`config.mk`:
```
export PLATFORM = sky130hd
export DESIGN_NAME = eod_ctrl
export DESIGN_NICKNAME = d
export VERILOG_FILES = /design/src/rtl/core/eod_pkg.sv /design/src/rtl/core/eod_ctrl.sv
export SDC_FILE = /design/constraint.sdc
export NUM_CORES = 1
export LEC_CHECK = 0
export BUFFER_PORTS_ARGS = -buffer_cell sky130_fd_sc_hd__buf_2
export CORE_MARGIN = 5
export CORE_UTILIZATION = 34
export CTS_BUF_LIST = sky130_fd_sc_hd__clkbuf_4
export DETAILED_ROUTE_END_ITERATION = 10
export GPL_TIMING_DRIVEN = 0
export SYNTH_ARGS = -nofsm -noshare
export SYNTH_HDL_FRONTEND = slang
export SYNTH_SLANG_ARGS = --single-unit
```
`constraint.sdc`:
```
create_clock -name clock -period 5.7 [get_ports clock]
set_input_delay 0.285 -clock clock [delete_from_list [all_inputs] [get_ports clock]]
set_output_delay 0.285 -clock clock [all_outputs]
set_load 0.03 [all_outputs]
```
`src/rtl/core/eod_pkg.sv`:
```
// ----------------------------------------------------------------------------
// eod_pkg: shared types and constants of the ellipsoid overlap depth block
// Holds the datapath operation codes, the controller/datapath command and
// status groups, the golden-section constants and the register defaults.
// ----------------------------------------------------------------------------
package eod_pkg;

   // Widths of the fixed-point quantities.
   localparam int unsigned POS_W  = 34;   // heights, search bounds and points
   localparam int unsigned TOL_W  = 17;
   localparam int unsigned ITER_W = 7;

   // Golden ratio constants, (phi - 1) and (2 - phi) scaled by 2^32.
   localparam logic [31:0] GOLD_Q32   = 32'd2654435769;
   localparam logic [31:0] GOLD_C_Q32 = 32'd1640531527;

   // Register defaults after reset.
   localparam logic [TOL_W-1:0]  TOL_RESET  = 17'd66;
   localparam logic [ITER_W-1:0] ITER_RESET = 7'd25;

   // Register indexes of the configuration port.
   localparam logic CSR_TOL  = 1'b0;
   localparam logic CSR_ITER = 1'b1;

   // Operations that the controller asks of the datapath.
   typedef enum logic [4:0] {
      OP_NOP,
      OP_LOAD,
      OP_MX,
      OP_MZ,
      OP_MY,
      OP_MD,
      OP_SQH_GO,
      OP_H_END,
      OP_GMUL,
      OP_GADD,
      OP_EV_SET,
      OP_HW_T,
      OP_HW_BB,
      OP_HW_TT,
      OP_HW_SQ,
      OP_HW_AS,
      OP_HW_DIV,
      OP_HW_ACC,
      OP_STORE,
      OP_MOVE,
      OP_FINAL_S,
      OP_FINAL_H,
      OP_ZERO
   } op_type;

   typedef enum logic {
      UNIT_SQRT,
      UNIT_DIV
   } unit_mode_type;

   typedef struct packed {
      op_type op;
      logic   sel_v;   // work on the upper golden point rather than the lower
      logic   hide;    // line-versus-ellipse case
      logic   ek;      // ellipsoid whose half-width is being formed
   } cmd_type;

   typedef struct packed {
      logic far;         // bounding spheres are apart
      logic up;          // index of the upper ellipsoid
      logic hide_up;     // upper ellipsoid hides its lower half
      logic dy_gt;       // line lies outside the lower ellipse
      logic span_empty;  // no shared height span
      logic hw_zero;     // evaluation height is outside the ellipse
      logic unit_done;   // iterative unit has finished
      logic ft_lt_fv;    // lower point value below upper point value
      logic stop;        // search has converged or hit its cap
   } status_type;

endpackage

```
`src/rtl/core/eod_ctrl.sv`:
```
// ----------------------------------------------------------------------------
// eod_ctrl: sequencing state machine
// Steps the datapath through the sphere test, the horizontal distance, the
// line case or the golden-section search, and the final clamp.
// ----------------------------------------------------------------------------
module eod_ctrl
   import eod_pkg::*;
(
   input  logic       clock,
   input  logic       reset,
   input  logic       start,
   output logic       busy,
   output logic       done,
   output cmd_type    cmd,
   input  status_type status
);

   typedef enum logic [27:0] {
      ST_IDLE   = 28'h0000001,
      ST_MX     = 28'h0000002,
      ST_MZ     = 28'h0000004,
      ST_MY     = 28'h0000008,
      ST_MD     = 28'h0000010,
      ST_MC     = 28'h0000020,
      ST_SQH    = 28'h0000040,
      ST_SQHW   = 28'h0000080,
      ST_HEND   = 28'h0000100,
      ST_BRANCH = 28'h0000200,
      ST_GMUL   = 28'h0000400,
      ST_GADD   = 28'h0000800,
      ST_EVSET  = 28'h0001000,
      ST_HWT    = 28'h0002000,
      ST_HWBB   = 28'h0004000,
      ST_HWTT   = 28'h0008000,
      ST_HWSQ   = 28'h0010000,
      ST_HWSQW  = 28'h0020000,
      ST_HWAS   = 28'h0040000,
      ST_HWDIV  = 28'h0080000,
      ST_HWDIVW = 28'h0100000,
      ST_HWACC  = 28'h0200000,
      ST_STORE  = 28'h0400000,
      ST_CHECK  = 28'h0800000,
      ST_MOVE   = 28'h1000000,
      ST_FINAL  = 28'h2000000,
      ST_ZERO   = 28'h4000000,
      ST_DONE   = 28'h8000000
   } state_type;

   typedef enum logic [1:0] {
      CTX_INIT_T,
      CTX_INIT_V,
      CTX_LOOP,
      CTX_HIDE
   } ctx_type;

   state_type state_ff, state_in;
   ctx_type   ctx_ff, ctx_in;
   logic      gsel_ff, gsel_in;
   logic      ek_ff, ek_in;
   state_type after_k;
   logic      is_hide;

   assign is_hide = (ctx_ff == CTX_HIDE);

   // Second ellipsoid next, unless the line case needs only one.
   always_comb begin
      if (!is_hide && !ek_ff)
         after_k = ST_HWT;
      else
         after_k = ST_STORE;
   end

   // Next state and the command for this cycle.
   always_comb begin
      state_in  = state_ff;
      ctx_in    = ctx_ff;
      gsel_in   = gsel_ff;
      ek_in     = ek_ff;
      cmd.op    = OP_NOP;
      cmd.sel_v = gsel_ff;
      cmd.hide  = is_hide;
      cmd.ek    = ek_ff;
      unique case (state_ff)
         ST_IDLE: begin
            if (start) begin
               cmd.op   = OP_LOAD;
               state_in = ST_MX;
            end
         end
         ST_MX: begin
            cmd.op   = OP_MX;
            state_in = ST_MZ;
         end
         ST_MZ: begin
            cmd.op   = OP_MZ;
            state_in = ST_MY;
         end
         ST_MY: begin
            cmd.op   = OP_MY;
            state_in = ST_MD;
         end
         ST_MD: begin
            cmd.op   = OP_MD;
            state_in = ST_MC;
         end
         ST_MC: state_in = status.far ? ST_ZERO : ST_SQH;
         ST_SQH: begin
            cmd.op   = OP_SQH_GO;
            state_in = ST_SQHW;
         end
         ST_SQHW: if (status.unit_done) state_in = ST_HEND;
         ST_HEND: begin
            cmd.op   = OP_H_END;
            state_in = ST_BRANCH;
         end
         ST_BRANCH: begin
            gsel_in = 1'b0;
            if (status.hide_up) begin
               ctx_in   = CTX_HIDE;
               state_in = status.dy_gt ? ST_ZERO : ST_EVSET;
            end else begin
               ctx_in   = CTX_INIT_T;
               state_in = status.span_empty ? ST_ZERO : ST_GMUL;
            end
         end
         ST_GMUL: begin
            cmd.op   = OP_GMUL;
            state_in = ST_GADD;
         end
         ST_GADD: begin
            cmd.op   = OP_GADD;
            state_in = ST_EVSET;
         end
         ST_EVSET: begin
            cmd.op   = OP_EV_SET;
            ek_in    = is_hide ? ~status.up : 1'b0;
            state_in = ST_HWT;
         end
         ST_HWT: begin
            cmd.op   = OP_HW_T;
            state_in = ST_HWBB;
         end
         ST_HWBB: begin
            cmd.op = OP_HW_BB;
            if (status.hw_zero) begin
               ek_in    = 1'b1;
               state_in = after_k;
            end else begin
               state_in = ST_HWTT;
            end
         end
         ST_HWTT: begin
            cmd.op   = OP_HW_TT;
            state_in = ST_HWSQ;
         end
         ST_HWSQ: begin
            cmd.op   = OP_HW_SQ;
            state_in = ST_HWSQW;
         end
         ST_HWSQW: if (status.unit_done) state_in = ST_HWAS;
         ST_HWAS: begin
            cmd.op   = OP_HW_AS;
            state_in = ST_HWDIV;
         end
         ST_HWDIV: begin
            cmd.op   = OP_HW_DIV;
            state_in = ST_HWDIVW;
         end
         ST_HWDIVW: if (status.unit_done) state_in = ST_HWACC;
         ST_HWACC: begin
            cmd.op   = OP_HW_ACC;
            ek_in    = 1'b1;
            state_in = after_k;
         end
         ST_STORE: begin
            cmd.op = OP_STORE;
            priority case (ctx_ff)
               CTX_HIDE:   state_in = ST_FINAL;
               CTX_INIT_T: begin
                  ctx_in   = CTX_INIT_V;
                  gsel_in  = 1'b1;
                  state_in = ST_GMUL;
               end
               default:    state_in = ST_CHECK;
            endcase
         end
         ST_CHECK: state_in = status.stop ? ST_FINAL : ST_MOVE;
         ST_MOVE: begin
            cmd.op   = OP_MOVE;
            ctx_in   = CTX_LOOP;
            gsel_in  = status.ft_lt_fv;
            state_in = ST_GMUL;
         end
         ST_FINAL: begin
            cmd.op   = is_hide ? OP_FINAL_H : OP_FINAL_S;
            state_in = ST_DONE;
         end
         ST_ZERO: begin
            cmd.op   = OP_ZERO;
            state_in = ST_DONE;
         end
         ST_DONE: state_in = ST_IDLE;
         default: state_in = ST_IDLE;
      endcase
   end

   always_ff @(posedge clock) begin
      if (reset) begin
         state_ff <= ST_IDLE;
         ctx_ff   <= CTX_INIT_T;
         gsel_ff  <= 1'b0;
         ek_ff    <= 1'b0;
      end else begin
         state_ff <= state_in;
         ctx_ff   <= ctx_in;
         gsel_ff  <= gsel_in;
         ek_ff    <= ek_in;
      end
   end

   assign busy = (state_ff != ST_IDLE);
   assign done = (state_ff == ST_DONE);

endmodule

```
==> run metrics, run 1 <==
YS warnings=0; Starting Density=35.0%; Hold Slack=0.129 ns; worst-skew pair later-pin latency=0.34 ns; Slew Limit Headroom=38.2%; CP max FO=10; Final Wtd Congestion=0.947; FF-to-FF setup slack=2.73 ns; Setup-failing EPs final=0; Clock transition at path regs=0.10 ns; RSZ-0062 raised after global routing=no; Non-Filler Instances=365; hold depth=2; Hold Vio Cnt, Final=0; Comb power frac=16.1%; Synth cell types=50; CTS tree=done; die area=8250 um^2; Inst Count DP=357; number of synthesized flops with an enable pin=0; FF+latch area=641 um^2; number of global-route vias before repair=1930; first-pass GRT wire length=9990 um; most common cell after layout, fill and taps aside=dfxtp_1; fin. max-slew vios=0; starting DRC count in detailed routing=88; Die H=90.8 um; Final Cycle Share=60.7%; Synth-to-Final Area Change=12.4%; row count=29; Flop pwr share=47.8%; clock tree sinks=32; GR Overflow Total=0; Die X=90.8 um; CP Launch Type=flip-flop; min Tclk post-route=3.46 ns; Post-synth top flop=dfxtp_1; CP endpoint kind=output port; maximum buffer depth of the clock tree=2; area of the multi-input gates=1440 um^2; Setup Skew=0.0108 ns; ANT nets after route=0; worst setup margin=2.24 ns; largest net degree at the start of global routing=11; worst hold endpoint=state_ff[24]$_SDFFE_PP0P_; htree depth=2; Post-CTS Hold Fix Bufs=0; fin area=2500 um^2; Max Fclk=289 MHz; most frequent cells in the layout=32 x dfxtp_1, 23 x buf_2, 20 x nor2_1, 20 x nand2_1, 15 x nor3_1; cell-internal power=0.340 mW; critical path arrival=3.17 ns; via-per-instance ratio=5.74; outcome=complete, no violations; Vias=2095; Crit Reg-Reg Endpoint=state_ff[3]$_SDFFE_PP0P_; DR WL/cell=17.1 um; Filler cells=664; FF-to-FF Start=state_ff[4]$_SDFFE_PP0P_; Post-CTS Resized=0; antenna cells=0; Cell Pwr Density=191 nW/um^2; register area share after synthesis=28.8%; clock network fraction of design power=36.1%; synth top area cells=dfxtp_1 29%, a211oi_2 5.6%, nor4b_1 4.7%, nand2_1 3.4%, nor2_1 3.4%; Placed Area=2420 um^2; Worst Path Required=5.41 ns; Nets=302; worst vdd ir=98.0 uV; # Post-CTS Setup Buffers=0; min-delay src=status[0]; WL final=6250 um; transition time at the pin with the least slew margin=0.923 ns; # DRC=0; CP Class=reg2out; pre-CTS WS=2.61 ns; setup TNS=0 ns; asr flop ratio synth=0%; Hold/Removal Path Class=in2reg; total iterations of the first detailed-routing run=4; Max Cap Viol=0; Reg2Reg Depth=9; share of the synthesized area in the top cell type=28.8%; Switching Fraction=28.7%; register bit total from synthesis=32; Post-Syn Nets=274; Leak Pwr=0.912 nW; synthesized area=2220 um^2; hpwl dp=4820 um; port bufs=21; layout cells sized above 1=22.6%; gr usage total=15.0%; area leader, netlist=dfxtp_1; Clock Tree Root=clkbuf_4; synthesized instance count=259; initial antenna violation count=0; P_sw=0.137 mW; CTS Buf Count=5; core box area=6350 um^2; mean post-synth cell area=8.58 um^2; Ports=22
logic make-up (layout without fill, tap and decap cells):
logic type | count (synthesis) | in the layout | share of synthesized area (%)
AO/OA/AOI/OAI | 43 | 43 | 17.0
XOR/XNOR | 8 | 8 | 3.15
adder cells (fa/ha/maj) | 3 | 3 | 1.69
buffers and inverters | 26 | 55 | 6.31
flip-flops | 32 | 32 | 28.8
multiplexers | 3 | 3 | 1.35
AND/OR/NAND/NOR | 144 | 144 | 41.7
cells in the mapped netlist, types with 5 or more instances:
cell and n:
xnor2_1 6, nand2_1 20, or4_4 5, o21ai_0 5
inv_1 8, or3_1 6, nand3b_1 6, a221oi_1 6
nor3_1 15, clkbuf_1 7, nor4b_1 12, and3_1 8
nand2b_1 5, dfxtp_1 32, nand3_1 8, a211oi_2 10
nor2_1 20, nor4_1 11
critical path, cell delays in order, from the launching register on:
cell      delay (ns)
dfxtp_1         0.31
clkbuf_1        0.19
or4_4           0.56
nor4_4          0.45
nand2_1         0.21
nor4_2          0.34
nor3b_2         0.22
buf_4           0.25
nand4_1         0.10
buf_2           0.21
per-stage QoR:
stage / utilization, % / total power [mW]
detailed placement: 38.2 / 0.310
finish: 39.3 / 0.477
global placement: 38.2 / 0.310
floorplan: - / 0.285
global route: 39.3 / 0.497
CTS: 39.3 / 0.480
final cells by class:
| type | count | share of cell area [%] |
|---|---|---|
| Multi-Input combinational cell | 201 | 57.7 |
| Sequential cell | 32 | 25.6 |
| Buffer | 18 | 4.41 |
| Timing Repair Buffer | 21 | 4.21 |
| Tap cell | 77 | 3.86 |
| Clock buffer | 5 | 1.50 |
| Clock inverter | 3 | 1.50 |
| Inverter | 8 | 1.20 |
power by group through the flow:
stage | Clock, mW | Sequential (mW) | Combinational (mW)
3_5_place_dp | 0 | 0.233 | 0.0764
4_1_cts | 0.175 | 0.228 | 0.0766
2_1_floorplan | 0 | 0.233 | 0.0528
6_report | 0.172 | 0.228 | 0.0767
3_3_place_gp | 0 | 0.233 | 0.0767
5_1_grt | 0.186 | 0.228 | 0.0825
registers in the layout, summed over array words and instances, names as in the netlist:
register,cells
ek_ff,1
state_ff,28
gsel_ff,1
ctx_ff,2
worst max path at each step:
stage / depth (start not counted) / start / end
floorplan: 4 / state_ff[20]$_SDFFE_PP0P_ / cmd[6]
global placement: 9 / state_ff[26]$_SDFFE_PP0P_ / cmd[4]
detailed placement: 9 / state_ff[26]$_SDFFE_PP0P_ / cmd[4]
CTS: 9 / state_ff[26]$_SDFFE_PP0P_ / cmd[4]
global route: 8 / state_ff[4]$_SDFFE_PP0P_ / cmd[5]
finish: 9 / state_ff[26]$_SDFFE_PP0P_ / cmd[4]
per-layer routing:
layer	vias to the layer above	part of all wire [%]	track usage, %	wire length [um]
met3	9	4.6	3.17	290
li1	1056	-	-	-
met5	-	0	0	0
met1	989	47	19.8	2910
met2	41	48	24.6	2980
met4	0	1.2	4.28	74
No activity file was read; power rests on OpenSTA's default activity.
==> run 2: changes to the inputs <==
==> constraint.sdc (replaced) <==
create_clock -name clock -period 3.45 [get_ports clock]
set_input_delay 0.1725 -clock clock [delete_from_list [all_inputs] [get_ports clock]]
set_output_delay 0.1725 -clock clock [all_outputs]
set_load 0.03 [all_outputs]
==> run 2 against run 1 <==
- hold slack worse by 0.11 ns
- sequential cell count did not move
- clock-buffer cell count stayed put
- non-clock buffer count up 1
- sequential power is 65% higher
- largest cell class unchanged
- global-route usage unchanged
- total power grew 67%
- critical endpoint unchanged
- highest routed layer unchanged
- cell count increased by 0.27%
- critical path type unchanged
==> run metrics, run 2 (synthesis results as in run 1) <==
outcome=complete, no violations; Top delay family on crit path=simple AND/OR/NAND/NOR gates; top flop regs=state_ff (28), ctx_ff (2); setup TNS=0 ns; clock tree sinks=32; worst-skew pair later-pin latency=0.34 ns; CP Class=reg2out; critical path arrival=3.19 ns; CP endpoint kind=output port; gr usage total=15.0%; Clock Tree Root=clkbuf_4; maximum buffer depth of the clock tree=2; Top cell by count, worst path=nor4_4; WL final=6400 um; Worst Path Required=3.28 ns; Die X=90.8 um; CP max FO=10; Hold Vio Cnt, Final=0; Inst Count DP=357; antenna cells=0; hpwl dp=4820 um; Max Cap Viol=0; # DRC=0; CP bufs+invs=3; Hold/Removal Path Class=in2reg; Clock transition at path regs=0.10 ns; Ports=22; Synth-to-Final Area Change=13.7%; largest net degree at the start of global routing=11; critical-path cell list=clkbuf_2 -> or4_4 -> nor4_4 -> nand2_1 -> nor4_4 -> nor3b_4 -> buf_4 -> nand4_1 -> buf_2; starting DRC count in detailed routing=98; most frequent cells in the layout=32 x dfxtp_1, 23 x buf_2, 20 x nor2_1, 20 x nand2_1, 14 x nor3_1; min-delay src=status[8]; Setup Skew=0.0114 ns; fin. max-slew vios=0; transition time at the pin with the least slew margin=0.744 ns; Leak Pwr=0.924 nW; Setup-failing EPs final=0; layout cells sized above 1=23.2%; port bufs=21; pre-CTS WS=0.476 ns; number of global-route vias before repair=1930; Max Fclk=297 MHz; Non-Filler Instances=366; Die H=90.8 um; Crit Reg-Reg Endpoint=state_ff[3]$_SDFFE_PP0P_; die area=8250 um^2; Starting Density=35.0%; FF-to-FF Start=state_ff[2]$_SDFFE_PP0P_; hold depth=2; CP Launch Type=flip-flop; worst hold endpoint=state_ff[6]$_SDFFE_PP0P_; FF-to-FF setup slack=0.61 ns; Cell Pwr Density=315 nW/um^2; worst setup margin=0.0884 ns; initial antenna violation count=0; Final Util=39.8%; Nets=303; Reg2Reg Depth=10; number of flip-flops in the largest register=28; ANT nets after route=0; total iterations of the first detailed-routing run=4; via-per-instance ratio=5.75; Total Power=0.796 mW; CTS Buf Count=5; CP max stage delay=0.60 ns; Final Wtd Congestion=0.947; largest reg by FF count=state_ff; Vias=2105; htree depth=2; most common cell after layout, fill and taps aside=dfxtp_1; min Tclk post-route=3.36 ns; row count=29; Post-CTS Hold Fix Bufs=0; first-pass GRT wire length=9990 um; GR Overflow Total=0; Slowest cell on crit path=or4_4; Final Cycle Share=97.4%; worst vdd ir=162 uV; core box area=6350 um^2; DR WL/cell=17.5 um; Slew Limit Headroom=50.4%; CTS tree=done
==> run 2: changes by cell type in the layout (fill, tap and decap cells not counted), sizes merged <==
cell | before | now
buf | 30 | 31
==> run 2: power breakdown <==
part | switching (mW) | internal [mW]
clock network | 0.137 | 0.148
logic | 0.0874 | 0.0459
registers | 0.00550 | 0.372
total | 0.230 | 0.566
==> run 2: worst reg2reg max path: stages, from the launching register on <==
cell	delay (ns)
dfxtp_1	0.31
clkbuf_1	0.17
or4_1	0.60
nor4_4	0.41
buf_4	0.21
and3_1	0.20
a311oi_1	0.10
and4_4	0.23
buf_6	0.14
buf_6	0.16
a211oi_2	0.22
==> run 2: stage by stage <==
stage               area [um^2]  hold WS (ns)
floorplan                  2220         0.241
global route               2530       0.00108
detailed placement         2420         0.372
global placement           2420         0.363
CTS                        2500       0.00892
finish                     2530        0.0185
==> run 2: worst max path at each step <==
stage | slack (ns) | from | cells after the start | end
4_1_cts | 0.09 | state_ff[26]$_SDFFE_PP0P_ | 9 | cmd[4]
2_1_floorplan | 0.79 | state_ff[20]$_SDFFE_PP0P_ | 4 | cmd[6]
3_5_place_dp | 0.48 | state_ff[26]$_SDFFE_PP0P_ | 9 | cmd[4]
6_report | 0.09 | state_ff[4]$_SDFFE_PP0P_ | 9 | cmd[4]
5_1_grt | -0.02 | state_ff[2]$_SDFFE_PP0P_ | 9 | cmd[4]
3_3_place_gp | 0.46 | state_ff[26]$_SDFFE_PP0P_ | 9 | cmd[4]
==> run 2: timing repair <==
action | 4_1_cts | 5_1_grt
resized for setup | 0 | 3
setup buffers | 0 | 1
endpoints found under the setup margin | 0 | 3
==> run 2: area by class of cell <==
cell class	count	area (um^2)
multi-input combinational	201	1460
inverter	8	30.0
tap	77	96.3
timing repair buffer	22	113
fill	662	3820
clock buffer	5	37.5
buffer	18	110
clock inverter	3	37.5
sequential	32	641
==> run 2: per-layer routing <==
metal | track usage [%] | vias to the layer above | part of all wire, % | routed length (um)
met5 | 0 | - | 0 | 0
met4 | 4.28 | 0 | 1.2 | 77
met3 | 3.17 | 8 | 3.7 | 236
met2 | 24.6 | 40 | 48 | 3060
met1 | 19.8 | 997 | 47 | 3030
li1 | - | 1060 | - | -
